## src/rtl/core/lltok_pkg.sv

```systemverilog
// Shared types and constants for the lambda language tokenizer.
// Holds token kinds, character codes, keyword patterns and result queue sizing.
// No dependencies.
package lltok_pkg;

   // Token kinds as seen on the result channel
   typedef enum logic [3:0] {
      TK_LPAREN = 4'd0,
      TK_RPAREN = 4'd1,
      TK_DOT    = 4'd2,
      TK_EQUALS = 4'd3,
      TK_LAMBDA = 4'd4,
      TK_INT    = 4'd5,
      TK_IDENT  = 4'd6,
      TK_LET    = 4'd7,
      TK_IN     = 4'd8,
      TK_TRUE   = 4'd9,
      TK_FALSE  = 4'd10,
      TK_UNIT   = 4'd11,
      TK_EOF    = 4'd12,
      TK_ERROR  = 4'd13
   } tok_kind_type;

   // Scanner modes
   typedef enum logic [4:0] {
      MODE_IDLE    = 5'b00001,
      MODE_NUMBER  = 5'b00010,
      MODE_IDENT   = 5'b00100,
      MODE_COMMENT = 5'b01000,
      MODE_HALT    = 5'b10000
   } scan_mode_type;

   // Character codes
   localparam logic [7:0] CHAR_NUL        = 8'h00;
   localparam logic [7:0] CHAR_TAB        = 8'h09;
   localparam logic [7:0] CHAR_NEWLINE    = 8'h0A;
   localparam logic [7:0] CHAR_CR         = 8'h0D;
   localparam logic [7:0] CHAR_SPACE      = 8'h20;
   localparam logic [7:0] CHAR_HASH       = 8'h23;
   localparam logic [7:0] CHAR_APOSTROPHE = 8'h27;
   localparam logic [7:0] CHAR_LPAREN     = 8'h28;
   localparam logic [7:0] CHAR_RPAREN     = 8'h29;
   localparam logic [7:0] CHAR_DOT        = 8'h2E;
   localparam logic [7:0] CHAR_ZERO       = 8'h30;
   localparam logic [7:0] CHAR_NINE       = 8'h39;
   localparam logic [7:0] CHAR_EQUALS     = 8'h3D;
   localparam logic [7:0] CHAR_UPPER_A    = 8'h41;
   localparam logic [7:0] CHAR_UPPER_Z    = 8'h5A;
   localparam logic [7:0] CHAR_BACKSLASH  = 8'h5C;
   localparam logic [7:0] CHAR_UNDERSCORE = 8'h5F;
   localparam logic [7:0] CHAR_LOWER_A    = 8'h61;
   localparam logic [7:0] CHAR_LOWER_Z    = 8'h7A;

   // Keyword buffer holds the first five identifier bytes, last byte lowest
   localparam int          KW_BYTES   = 5;
   localparam int          KW_WIDTH   = 8 * KW_BYTES;
   localparam logic [KW_WIDTH-1:0] KW_LET   = 40'h00_006C_6574;
   localparam logic [KW_WIDTH-1:0] KW_IN    = 40'h00_0000_696E;
   localparam logic [KW_WIDTH-1:0] KW_TRUE  = 40'h00_7472_7565;
   localparam logic [KW_WIDTH-1:0] KW_FALSE = 40'h66_616C_7365;
   localparam logic [KW_WIDTH-1:0] KW_UNIT  = 40'h00_756E_6974;

   // Result queue sizing; one byte can produce two tokens
   localparam int QUEUE_DEPTH = 4;
   localparam int QUEUE_PTR_W = $clog2(QUEUE_DEPTH);
   localparam int QUEUE_CNT_W = $clog2(QUEUE_DEPTH + 1);

   // Default widths
   localparam int DEF_POSITION_WIDTH = 16;
   localparam int DEF_INT_WIDTH      = 32;

endpackage

```

## src/rtl/core/lambda_language_tokenizer.sv

```systemverilog
// Lambda language tokenizer: top level, byte scanner and result queue.
// Depends on lltok_pkg.
//
// Takes one source byte per cycle while req_stall is low and emits tokens on
// the rsp_ channel. Every byte is scanned in the cycle it is accepted; the
// tokens it produces (at most two: a pending int or identifier that the byte
// ends, then the byte's own token) are written into a four-entry result queue
// and leave one per cycle while rsp_stall is low. req_stall rises while the
// queue holds more than two tokens, so a byte is taken every cycle as long as
// the consumer keeps up with one token per cycle; a stream of bytes that each
// make two tokens runs at the output rate of one token per cycle. With an
// empty queue the first token of a byte appears on rsp_ the cycle after the
// byte transfer. After an eof or error token all input is dropped until reset.
module lambda_language_tokenizer #(
   parameter int POSITION_WIDTH = lltok_pkg::DEF_POSITION_WIDTH,
   parameter int INT_WIDTH      = lltok_pkg::DEF_INT_WIDTH
) (
   input  logic                      clock,
   input  logic                      reset,
   // source byte channel
   input  logic                      req_valid,
   output logic                      req_stall,
   input  logic [7:0]                req_source_byte,
   input  logic                      req_end_of_input,
   // token channel
   output logic                      rsp_valid,
   input  logic                      rsp_stall,
   output logic [3:0]                rsp_token_kind,
   output logic [INT_WIDTH-1:0]      rsp_int_value,
   output logic [POSITION_WIDTH-1:0] rsp_ident_start,
   output logic [POSITION_WIDTH-1:0] rsp_ident_length,
   output logic [POSITION_WIDTH-1:0] rsp_token_line,
   output logic [POSITION_WIDTH-1:0] rsp_token_column,
   output logic                      rsp_last_of_run
);
   import lltok_pkg::*;

   typedef struct packed {
      tok_kind_type              kind;
      logic [INT_WIDTH-1:0]      int_value;
      logic [POSITION_WIDTH-1:0] ident_start;
      logic [POSITION_WIDTH-1:0] ident_length;
      logic [POSITION_WIDTH-1:0] line;
      logic [POSITION_WIDTH-1:0] column;
      logic                      last;
   } token_type;

   localparam logic [POSITION_WIDTH-1:0] POS_ONE = POSITION_WIDTH'(1);

   function automatic logic [POSITION_WIDTH-1:0] sat_inc(
      input logic [POSITION_WIDTH-1:0] v);
      return (&v) ? v : v + POS_ONE;
   endfunction

   // Scanner state
   scan_mode_type             mode_ff, mode_in;
   logic [INT_WIDTH-1:0]      acc_ff, acc_in;
   logic [POSITION_WIDTH-1:0] len_ff, len_in;
   logic [KW_WIDTH-1:0]       kw_ff, kw_in;
   logic [POSITION_WIDTH-1:0] pos_ff, pos_in;
   logic [POSITION_WIDTH-1:0] line_ff, line_in;
   logic [POSITION_WIDTH-1:0] col_ff, col_in;
   logic [POSITION_WIDTH-1:0] start_pos_ff, start_pos_in;
   logic [POSITION_WIDTH-1:0] start_line_ff, start_line_in;
   logic [POSITION_WIDTH-1:0] start_col_ff, start_col_in;

   // Result queue
   token_type                 queue_ff [QUEUE_DEPTH];
   logic [QUEUE_PTR_W-1:0]    head_ff, head_in;
   logic [QUEUE_PTR_W-1:0]    tail_ff, tail_in;
   logic [QUEUE_CNT_W-1:0]    count_ff, count_in;

   logic                      req_xfer;
   logic                      rsp_xfer;

   // Byte classification
   logic [7:0] c;
   logic       src_end;
   logic       is_digit;
   logic       is_alpha;
   logic       is_ident_char;
   logic       is_space;
   logic       is_single;
   tok_kind_type single_kind;
   tok_kind_type kw_kind;

   // Tokens produced by the current byte
   token_type flush_tok;
   logic      flush_valid;
   token_type new_tok;
   logic      new_valid;
   token_type slot0;
   token_type slot1;
   logic [1:0] push_count;

   assign req_stall = count_ff > QUEUE_CNT_W'(QUEUE_DEPTH - 2);
   assign req_xfer  = req_valid & ~req_stall;
   assign rsp_valid = count_ff != '0;
   assign rsp_xfer  = rsp_valid & ~rsp_stall;

   // Classify the incoming byte
   assign c        = req_source_byte;
   assign src_end  = req_end_of_input | (c == CHAR_NUL);
   assign is_digit = (c >= CHAR_ZERO) && (c <= CHAR_NINE);
   assign is_alpha = ((c >= CHAR_LOWER_A) && (c <= CHAR_LOWER_Z)) ||
                     ((c >= CHAR_UPPER_A) && (c <= CHAR_UPPER_Z));
   assign is_ident_char = is_alpha || is_digit || (c == CHAR_UNDERSCORE) ||
                          (c == CHAR_APOSTROPHE);
   assign is_space = (c == CHAR_SPACE) || ((c >= CHAR_TAB) && (c <= CHAR_CR));

   always_comb begin
      is_single   = 1'b1;
      single_kind = TK_LAMBDA;
      case (c)
         CHAR_LPAREN:    single_kind = TK_LPAREN;
         CHAR_RPAREN:    single_kind = TK_RPAREN;
         CHAR_DOT:       single_kind = TK_DOT;
         CHAR_EQUALS:    single_kind = TK_EQUALS;
         CHAR_BACKSLASH: single_kind = TK_LAMBDA;
         default:        is_single = 1'b0;
      endcase
   end

   // Match the buffered identifier against the keywords
   always_comb begin
      kw_kind = TK_IDENT;
      if (len_ff == POSITION_WIDTH'(3) && kw_ff == KW_LET) begin
         kw_kind = TK_LET;
      end else if (len_ff == POSITION_WIDTH'(2) && kw_ff == KW_IN) begin
         kw_kind = TK_IN;
      end else if (len_ff == POSITION_WIDTH'(4) && kw_ff == KW_TRUE) begin
         kw_kind = TK_TRUE;
      end else if (len_ff == POSITION_WIDTH'(5) && kw_ff == KW_FALSE) begin
         kw_kind = TK_FALSE;
      end else if (len_ff == POSITION_WIDTH'(4) && kw_ff == KW_UNIT) begin
         kw_kind = TK_UNIT;
      end
   end

   // Scan one byte: next state and up to two tokens
   always_comb begin
      mode_in       = mode_ff;
      acc_in        = acc_ff;
      len_in        = len_ff;
      kw_in         = kw_ff;
      pos_in        = pos_ff;
      line_in       = line_ff;
      col_in        = col_ff;
      start_pos_in  = start_pos_ff;
      start_line_in = start_line_ff;
      start_col_in  = start_col_ff;

      flush_valid        = 1'b0;
      flush_tok          = '0;
      flush_tok.kind     = TK_INT;
      flush_tok.line     = start_line_ff;
      flush_tok.column   = start_col_ff;
      new_valid          = 1'b0;
      new_tok            = '0;
      new_tok.kind       = TK_EOF;
      new_tok.line       = line_ff;
      new_tok.column     = col_ff;

      if (req_xfer) begin
         unique case (mode_ff)
            MODE_HALT: begin
               // drop everything until reset
            end
            MODE_COMMENT: begin
               if (src_end) begin
                  new_valid = 1'b1;
                  mode_in   = MODE_HALT;
               end else if (c == CHAR_NEWLINE) begin
                  mode_in = MODE_IDLE;
                  pos_in  = sat_inc(pos_ff);
                  line_in = sat_inc(line_ff);
                  col_in  = POS_ONE;
               end else begin
                  pos_in = sat_inc(pos_ff);
               end
            end
            default: begin
               if (!src_end && mode_ff == MODE_NUMBER && is_digit) begin
                  // extend the integer: acc * 10 + digit
                  acc_in = (acc_ff << 3) + (acc_ff << 1) + INT_WIDTH'(c[3:0]);
                  pos_in = sat_inc(pos_ff);
                  col_in = sat_inc(col_ff);
               end else if (!src_end && mode_ff == MODE_IDENT && is_ident_char) begin
                  // extend the identifier
                  if (len_ff < POSITION_WIDTH'(KW_BYTES)) begin
                     kw_in = {kw_ff[KW_WIDTH-9:0], c};
                  end
                  len_in = sat_inc(len_ff);
                  pos_in = sat_inc(pos_ff);
                  col_in = sat_inc(col_ff);
               end else begin
                  // flush a pending int or identifier
                  if (mode_ff == MODE_NUMBER) begin
                     flush_valid         = 1'b1;
                     flush_tok.kind      = TK_INT;
                     flush_tok.int_value = acc_ff;
                  end else if (mode_ff == MODE_IDENT) begin
                     flush_valid    = 1'b1;
                     flush_tok.kind = kw_kind;
                     if (kw_kind == TK_IDENT) begin
                        flush_tok.ident_start  = start_pos_ff;
                        flush_tok.ident_length = len_ff;
                     end
                  end
                  mode_in = MODE_IDLE;

                  // handle the byte itself
                  if (src_end) begin
                     new_valid = 1'b1;
                     mode_in   = MODE_HALT;
                  end else if (c == CHAR_NEWLINE) begin
                     pos_in  = sat_inc(pos_ff);
                     line_in = sat_inc(line_ff);
                     col_in  = POS_ONE;
                  end else if (is_space) begin
                     pos_in = sat_inc(pos_ff);
                     col_in = sat_inc(col_ff);
                  end else if (c == CHAR_HASH) begin
                     mode_in = MODE_COMMENT;
                     pos_in  = sat_inc(pos_ff);
                  end else if (is_single) begin
                     new_valid    = 1'b1;
                     new_tok.kind = single_kind;
                     pos_in       = sat_inc(pos_ff);
                     col_in       = sat_inc(col_ff);
                  end else if (is_digit || is_alpha || c == CHAR_UNDERSCORE) begin
                     start_pos_in  = pos_ff;
                     start_line_in = line_ff;
                     start_col_in  = col_ff;
                     if (is_digit) begin
                        mode_in = MODE_NUMBER;
                        acc_in  = INT_WIDTH'(c[3:0]);
                     end else begin
                        mode_in = MODE_IDENT;
                        len_in  = POS_ONE;
                        kw_in   = KW_WIDTH'(c);
                     end
                     pos_in = sat_inc(pos_ff);
                     col_in = sat_inc(col_ff);
                  end else begin
                     new_valid    = 1'b1;
                     new_tok.kind = TK_ERROR;
                     mode_in      = MODE_HALT;
                  end
               end
            end
         endcase
      end
   end

   // Pack the tokens into queue slots, marking the last of the run
   always_comb begin
      slot0      = flush_valid ? flush_tok : new_tok;
      slot0.last = ~(flush_valid & new_valid);
      slot1      = new_tok;
      slot1.last = 1'b1;
      push_count = {1'b0, flush_valid} + {1'b0, new_valid};
   end

   // Advance queue pointers and fill level
   always_comb begin
      tail_in  = tail_ff + QUEUE_PTR_W'(push_count);
      head_in  = rsp_xfer ? head_ff + QUEUE_PTR_W'(1) : head_ff;
      count_in = count_ff + QUEUE_CNT_W'(push_count) - QUEUE_CNT_W'(rsp_xfer);
   end

   // Scanner and queue control registers
   always_ff @(posedge clock) begin
      if (reset) begin
         mode_ff       <= MODE_IDLE;
         acc_ff        <= '0;
         len_ff        <= '0;
         kw_ff         <= '0;
         pos_ff        <= '0;
         line_ff       <= POS_ONE;
         col_ff        <= POS_ONE;
         start_pos_ff  <= '0;
         start_line_ff <= POS_ONE;
         start_col_ff  <= POS_ONE;
         head_ff       <= '0;
         tail_ff       <= '0;
         count_ff      <= '0;
      end else begin
         mode_ff       <= mode_in;
         acc_ff        <= acc_in;
         len_ff        <= len_in;
         kw_ff         <= kw_in;
         pos_ff        <= pos_in;
         line_ff       <= line_in;
         col_ff        <= col_in;
         start_pos_ff  <= start_pos_in;
         start_line_ff <= start_line_in;
         start_col_ff  <= start_col_in;
         head_ff       <= head_in;
         tail_ff       <= tail_in;
         count_ff      <= count_in;
      end
   end

   // Write produced tokens into the queue
   always_ff @(posedge clock) begin
      if (push_count != 2'd0) begin
         queue_ff[tail_ff] <= slot0;
      end
      if (push_count == 2'd2) begin
         queue_ff[tail_ff + QUEUE_PTR_W'(1)] <= slot1;
      end
   end

   // Drive the head token
   assign rsp_token_kind   = queue_ff[head_ff].kind;
   assign rsp_int_value    = queue_ff[head_ff].int_value;
   assign rsp_ident_start  = queue_ff[head_ff].ident_start;
   assign rsp_ident_length = queue_ff[head_ff].ident_length;
   assign rsp_token_line   = queue_ff[head_ff].line;
   assign rsp_token_column = queue_ff[head_ff].column;
   assign rsp_last_of_run  = queue_ff[head_ff].last;

endmodule
```

## config.mk

```make
export PLATFORM = sky130hd
export DESIGN_NAME = lambda_language_tokenizer
export DESIGN_NICKNAME = d
export VERILOG_FILES = /design/src/rtl/core/lltok_pkg.sv /design/src/rtl/core/lambda_language_tokenizer.sv
export SDC_FILE = /design/constraint.sdc
export NUM_CORES = 1
export LEC_CHECK = 0
export BUFFER_PORTS_ARGS = -buffer_cell sky130_fd_sc_hd__buf_2
export CAP_MARGIN = 20
export CORE_MARGIN = 2
export CORE_UTILIZATION = 55
export CTS_BUF_LIST = sky130_fd_sc_hd__clkbuf_8
export CTS_CLUSTER_DIAMETER = 100
export DETAILED_ROUTE_END_ITERATION = 8
export GPL_ROUTABILITY_DRIVEN = 0
export PLACE_DENSITY_LB_ADDON = 0.25
export SYNTH_ARGS = -nofsm -noshare
export SYNTH_HDL_FRONTEND = slang
export SYNTH_SLANG_ARGS = --single-unit
```

## constraint.sdc

```tcl
create_clock -name clock -period 6.3 [get_ports clock]
set_input_delay 0.63 -clock clock [delete_from_list [all_inputs] [get_ports clock]]
set_output_delay 0.63 -clock clock [all_outputs]
set_load 0.005 [all_outputs]
```

==> qor.csv <==
stage,metric,value,unit
floorplan,core_area,47700,µm²
detailed_routing,drc,0,
global_route,grt_pass1_vias,20200,
global_route,grt_pass1_wl,110000,µm
clock_tree,worstSkewPairLatency,710,ps
worst_setup_path,worst_ep_required_time,6930,ps
yosys,synth_nets,2516,
timing,tightest_slew,1020,ps
power,power.leakage,0.0113,µW
place,io_buffers,115,
floorplan,initial_core_util,55.8,%
power,max-vdd-ir-drop,0.207,mV
yosys,synth_edf_count,144,
global_route,overflow,0,
timing,whs,275,ps
clock_tree,clk_path_buf_depth,3,
yosys,async_reset_ff_share,0,%
timing,setup_violations,0,
clock_tree,postCtsResizedCells,0,
finish,postLayoutCoreUtil,62.1,%
timing,slew_violations,0,
yosys,synth_common_cells,"dfxtp_1 (458), a22o_1 (360), nand2_1 (218)",
worst_setup_path,path_class,reg2reg,
clock_tree,clockRootBuffer,clkbuf_8,
worst_setup_path,crit_path_end_kind,register,
place,dp_cells,3003,
floorplan,fp-row-count,80,
yosys,synth_area_leader_cell,dfxtp_1,
clock_tree,cts.clk_slew.worst_paths,60,ps
timing,slew_headroom,30.9,%
yosys,ys_ff_latch,602,
detailed_routing,totalWireLength,68700,µm
power,power,8960,µW
job,drv_cap,0,
yosys,ys_warn_count,0,
floorplan,die_x,224,µm
detailed_routing,routed_via_density,6.39,
yosys,dominantRegCellSynth,dfxtp_1,
power,p_per_area,302,nW/µm²
timing,finalHoldViolCount,0,
detailed_routing,drtIter0Drc,1790,
timing,fin_crit_sh,71.6,%
timing,timing.fmax,0.222,GHz
finish,syn2layout_area_growth,11.4,%
detailed_routing,wl_per_cell,21.6,µm
finish,final_nets,2574,
global_route,grt_max_degree,87,
finish,stdcell_count,3182,
floorplan,die_h,224,µm
yosys,syn_area,26600,µm²
worst_setup_path,crit_fanout,64,
yosys,synth_cell_types,80,
yosys,synth.top_cells.by_area,"dfxtp_1 (34%), edfxtp_1 (16%), a22o_1 (12%), mux4_2 (8.5%), ha_1 (3.3%)",
timing,skew,40.9,ps
global_route,antenna_found_initial,0,
finish,fillers,3793,
yosys,synthCells,2429,
global_route,grt_usage,27.5,%
worst_hold_path,holdCritPathClass,in2reg,
finish,antenna_cells,0,
clock_tree,cts-buffers-inserted,97,
detailed_routing,first_pass_iters,7,
clock_tree,cts_tree,built,
timing,finalCriticalPeriod,4510,ps
timing,rsz0062_at_grt,no,
timing,fin_setup_tns,0,ps
worst_setup_path,arrival,5140,ps
worst_setup_path,startpoint_type,register,
finish,drive_gt1_share,17.3,%
clock_tree,holdBufCountCts,0,
clock_tree,clock-sinks,602,
place,dpl.hpwl,41200,µm
detailed_routing,ant_nets,0,
yosys,synth_top_area_share,34.4,%
status,outcome,"finished, final reports clean",
floorplan,pin_count,116,
yosys,syn_avg_cell_area,11.0,µm²
floorplan,dieArea,50200,µm²
yosys,yosysSeqAreaShare,50.6,%
clock_tree,post-cts-setup-buffer-count,0,
detailed_routing,vias,20300,
clock_tree,cts_max_level,3,
yosys,yosysMostFrequentCell,dfxtp_1,
## stage by stage
stage          instance area, µm²  setup slack, ps
3_3_place_gp                27600             1390
5_1_grt                     29700             1480
2_1_floorplan               26600             1510
3_5_place_dp                27600             1250
6_report                    29700             1790
4_1_cts                     29700             1940
## critical path, cell delays in order (launching register included)
cell and delay, ps:
dfxtp_1 390, nor3_1 260, nand3b_1 250, nor3_2 800, or2_1 250, nor2_1 60
a31oi_1 170, o22ai_1 120, o2111ai_1 140, ha_1 310, or3_1 410, and2_2 230
buf_4 740, a22o_1 280
## final cells by class
cell class	count	area [µm²]	share of cell area [%]
Clock buffer	122	1680	5.66
Clock inverter	57	404	1.36
Inverter	39	146	0.493
Multi-Input combinational cell	1594	12300	41.4
Sequential cell	602	13500	45.5
Tap cell	615	769	2.59
Timing Repair Buffer	153	896	3.02
## per-layer routing
layer	wire length (µm)	vias up	global-route usage [%]
li1	-	9281	-
met1	29900	10100	37.9
met2	31200	848	43.0
met3	5520	150	5.82
met4	2070	0	10.3
met5	0	-	0
## report_power, final
part	internal (µW)	switching, µW
Clock	1960	1600
Sequential	4090	120
Combinational	475	717
## flip-flops by register name, summed over array words and instances (netlist names), 16 cells and up, named ones only
signal,flops
start_pos_ff,16
line_ff,16
start_line_ff,16
start_col_ff,16
len_ff,16
pos_ff,16
col_ff,16
acc_ff,32
kw_ff,40
queue_ff,404
## worst paths after layout
kind / slack (ps) / start / end / cells past startpoint
worst max-delay path: 1790 / mode_ff[3] / queue_ff[2][86] / 13
worst min-delay path: 280 / req_source_byte[6] / kw_ff[6] / 3
worst max register to register: 1790 / mode_ff[3] / queue_ff[2][86] / 13
worst min register to register: 470 / queue_ff[2][0] / queue_ff[2][0] / 1
## cell usage in the layout (no fill, tap or decap), drive strengths merged, types with 10 or more instances in the layout
master    n
nand4    19
dfxtp   458
nor2b    10
o22ai    13
o21ai    81
ha       71
nand3    44
clkinv   17
a22o    360
nand2b   16
clkbuf  122
and3     39
mux4    101
a22oi    15
buf     153
edfxtp  144
and4     10
nand2   218
or3      27
xor2     31
inv      73
xnor2    44
a21oi   139
nor4     16
nor2    173
nor3     36
mux2i    11
a21o     17
## cells by family (layout without fill, tap and decap cells)
logic type      after synthesis  count (layout)  share of synthesized area (%)
simple gates                650             650                           11.8
fa+ha+maj                    74              74                           3.56
flops                       602             602                           50.6
compound gates              683             683                           19.1
xor+xnor                     75              75                           2.47
buf+inv                     233             371                           3.46
mux                         112             112                           8.95
Power figures use the tool's default switching activity.
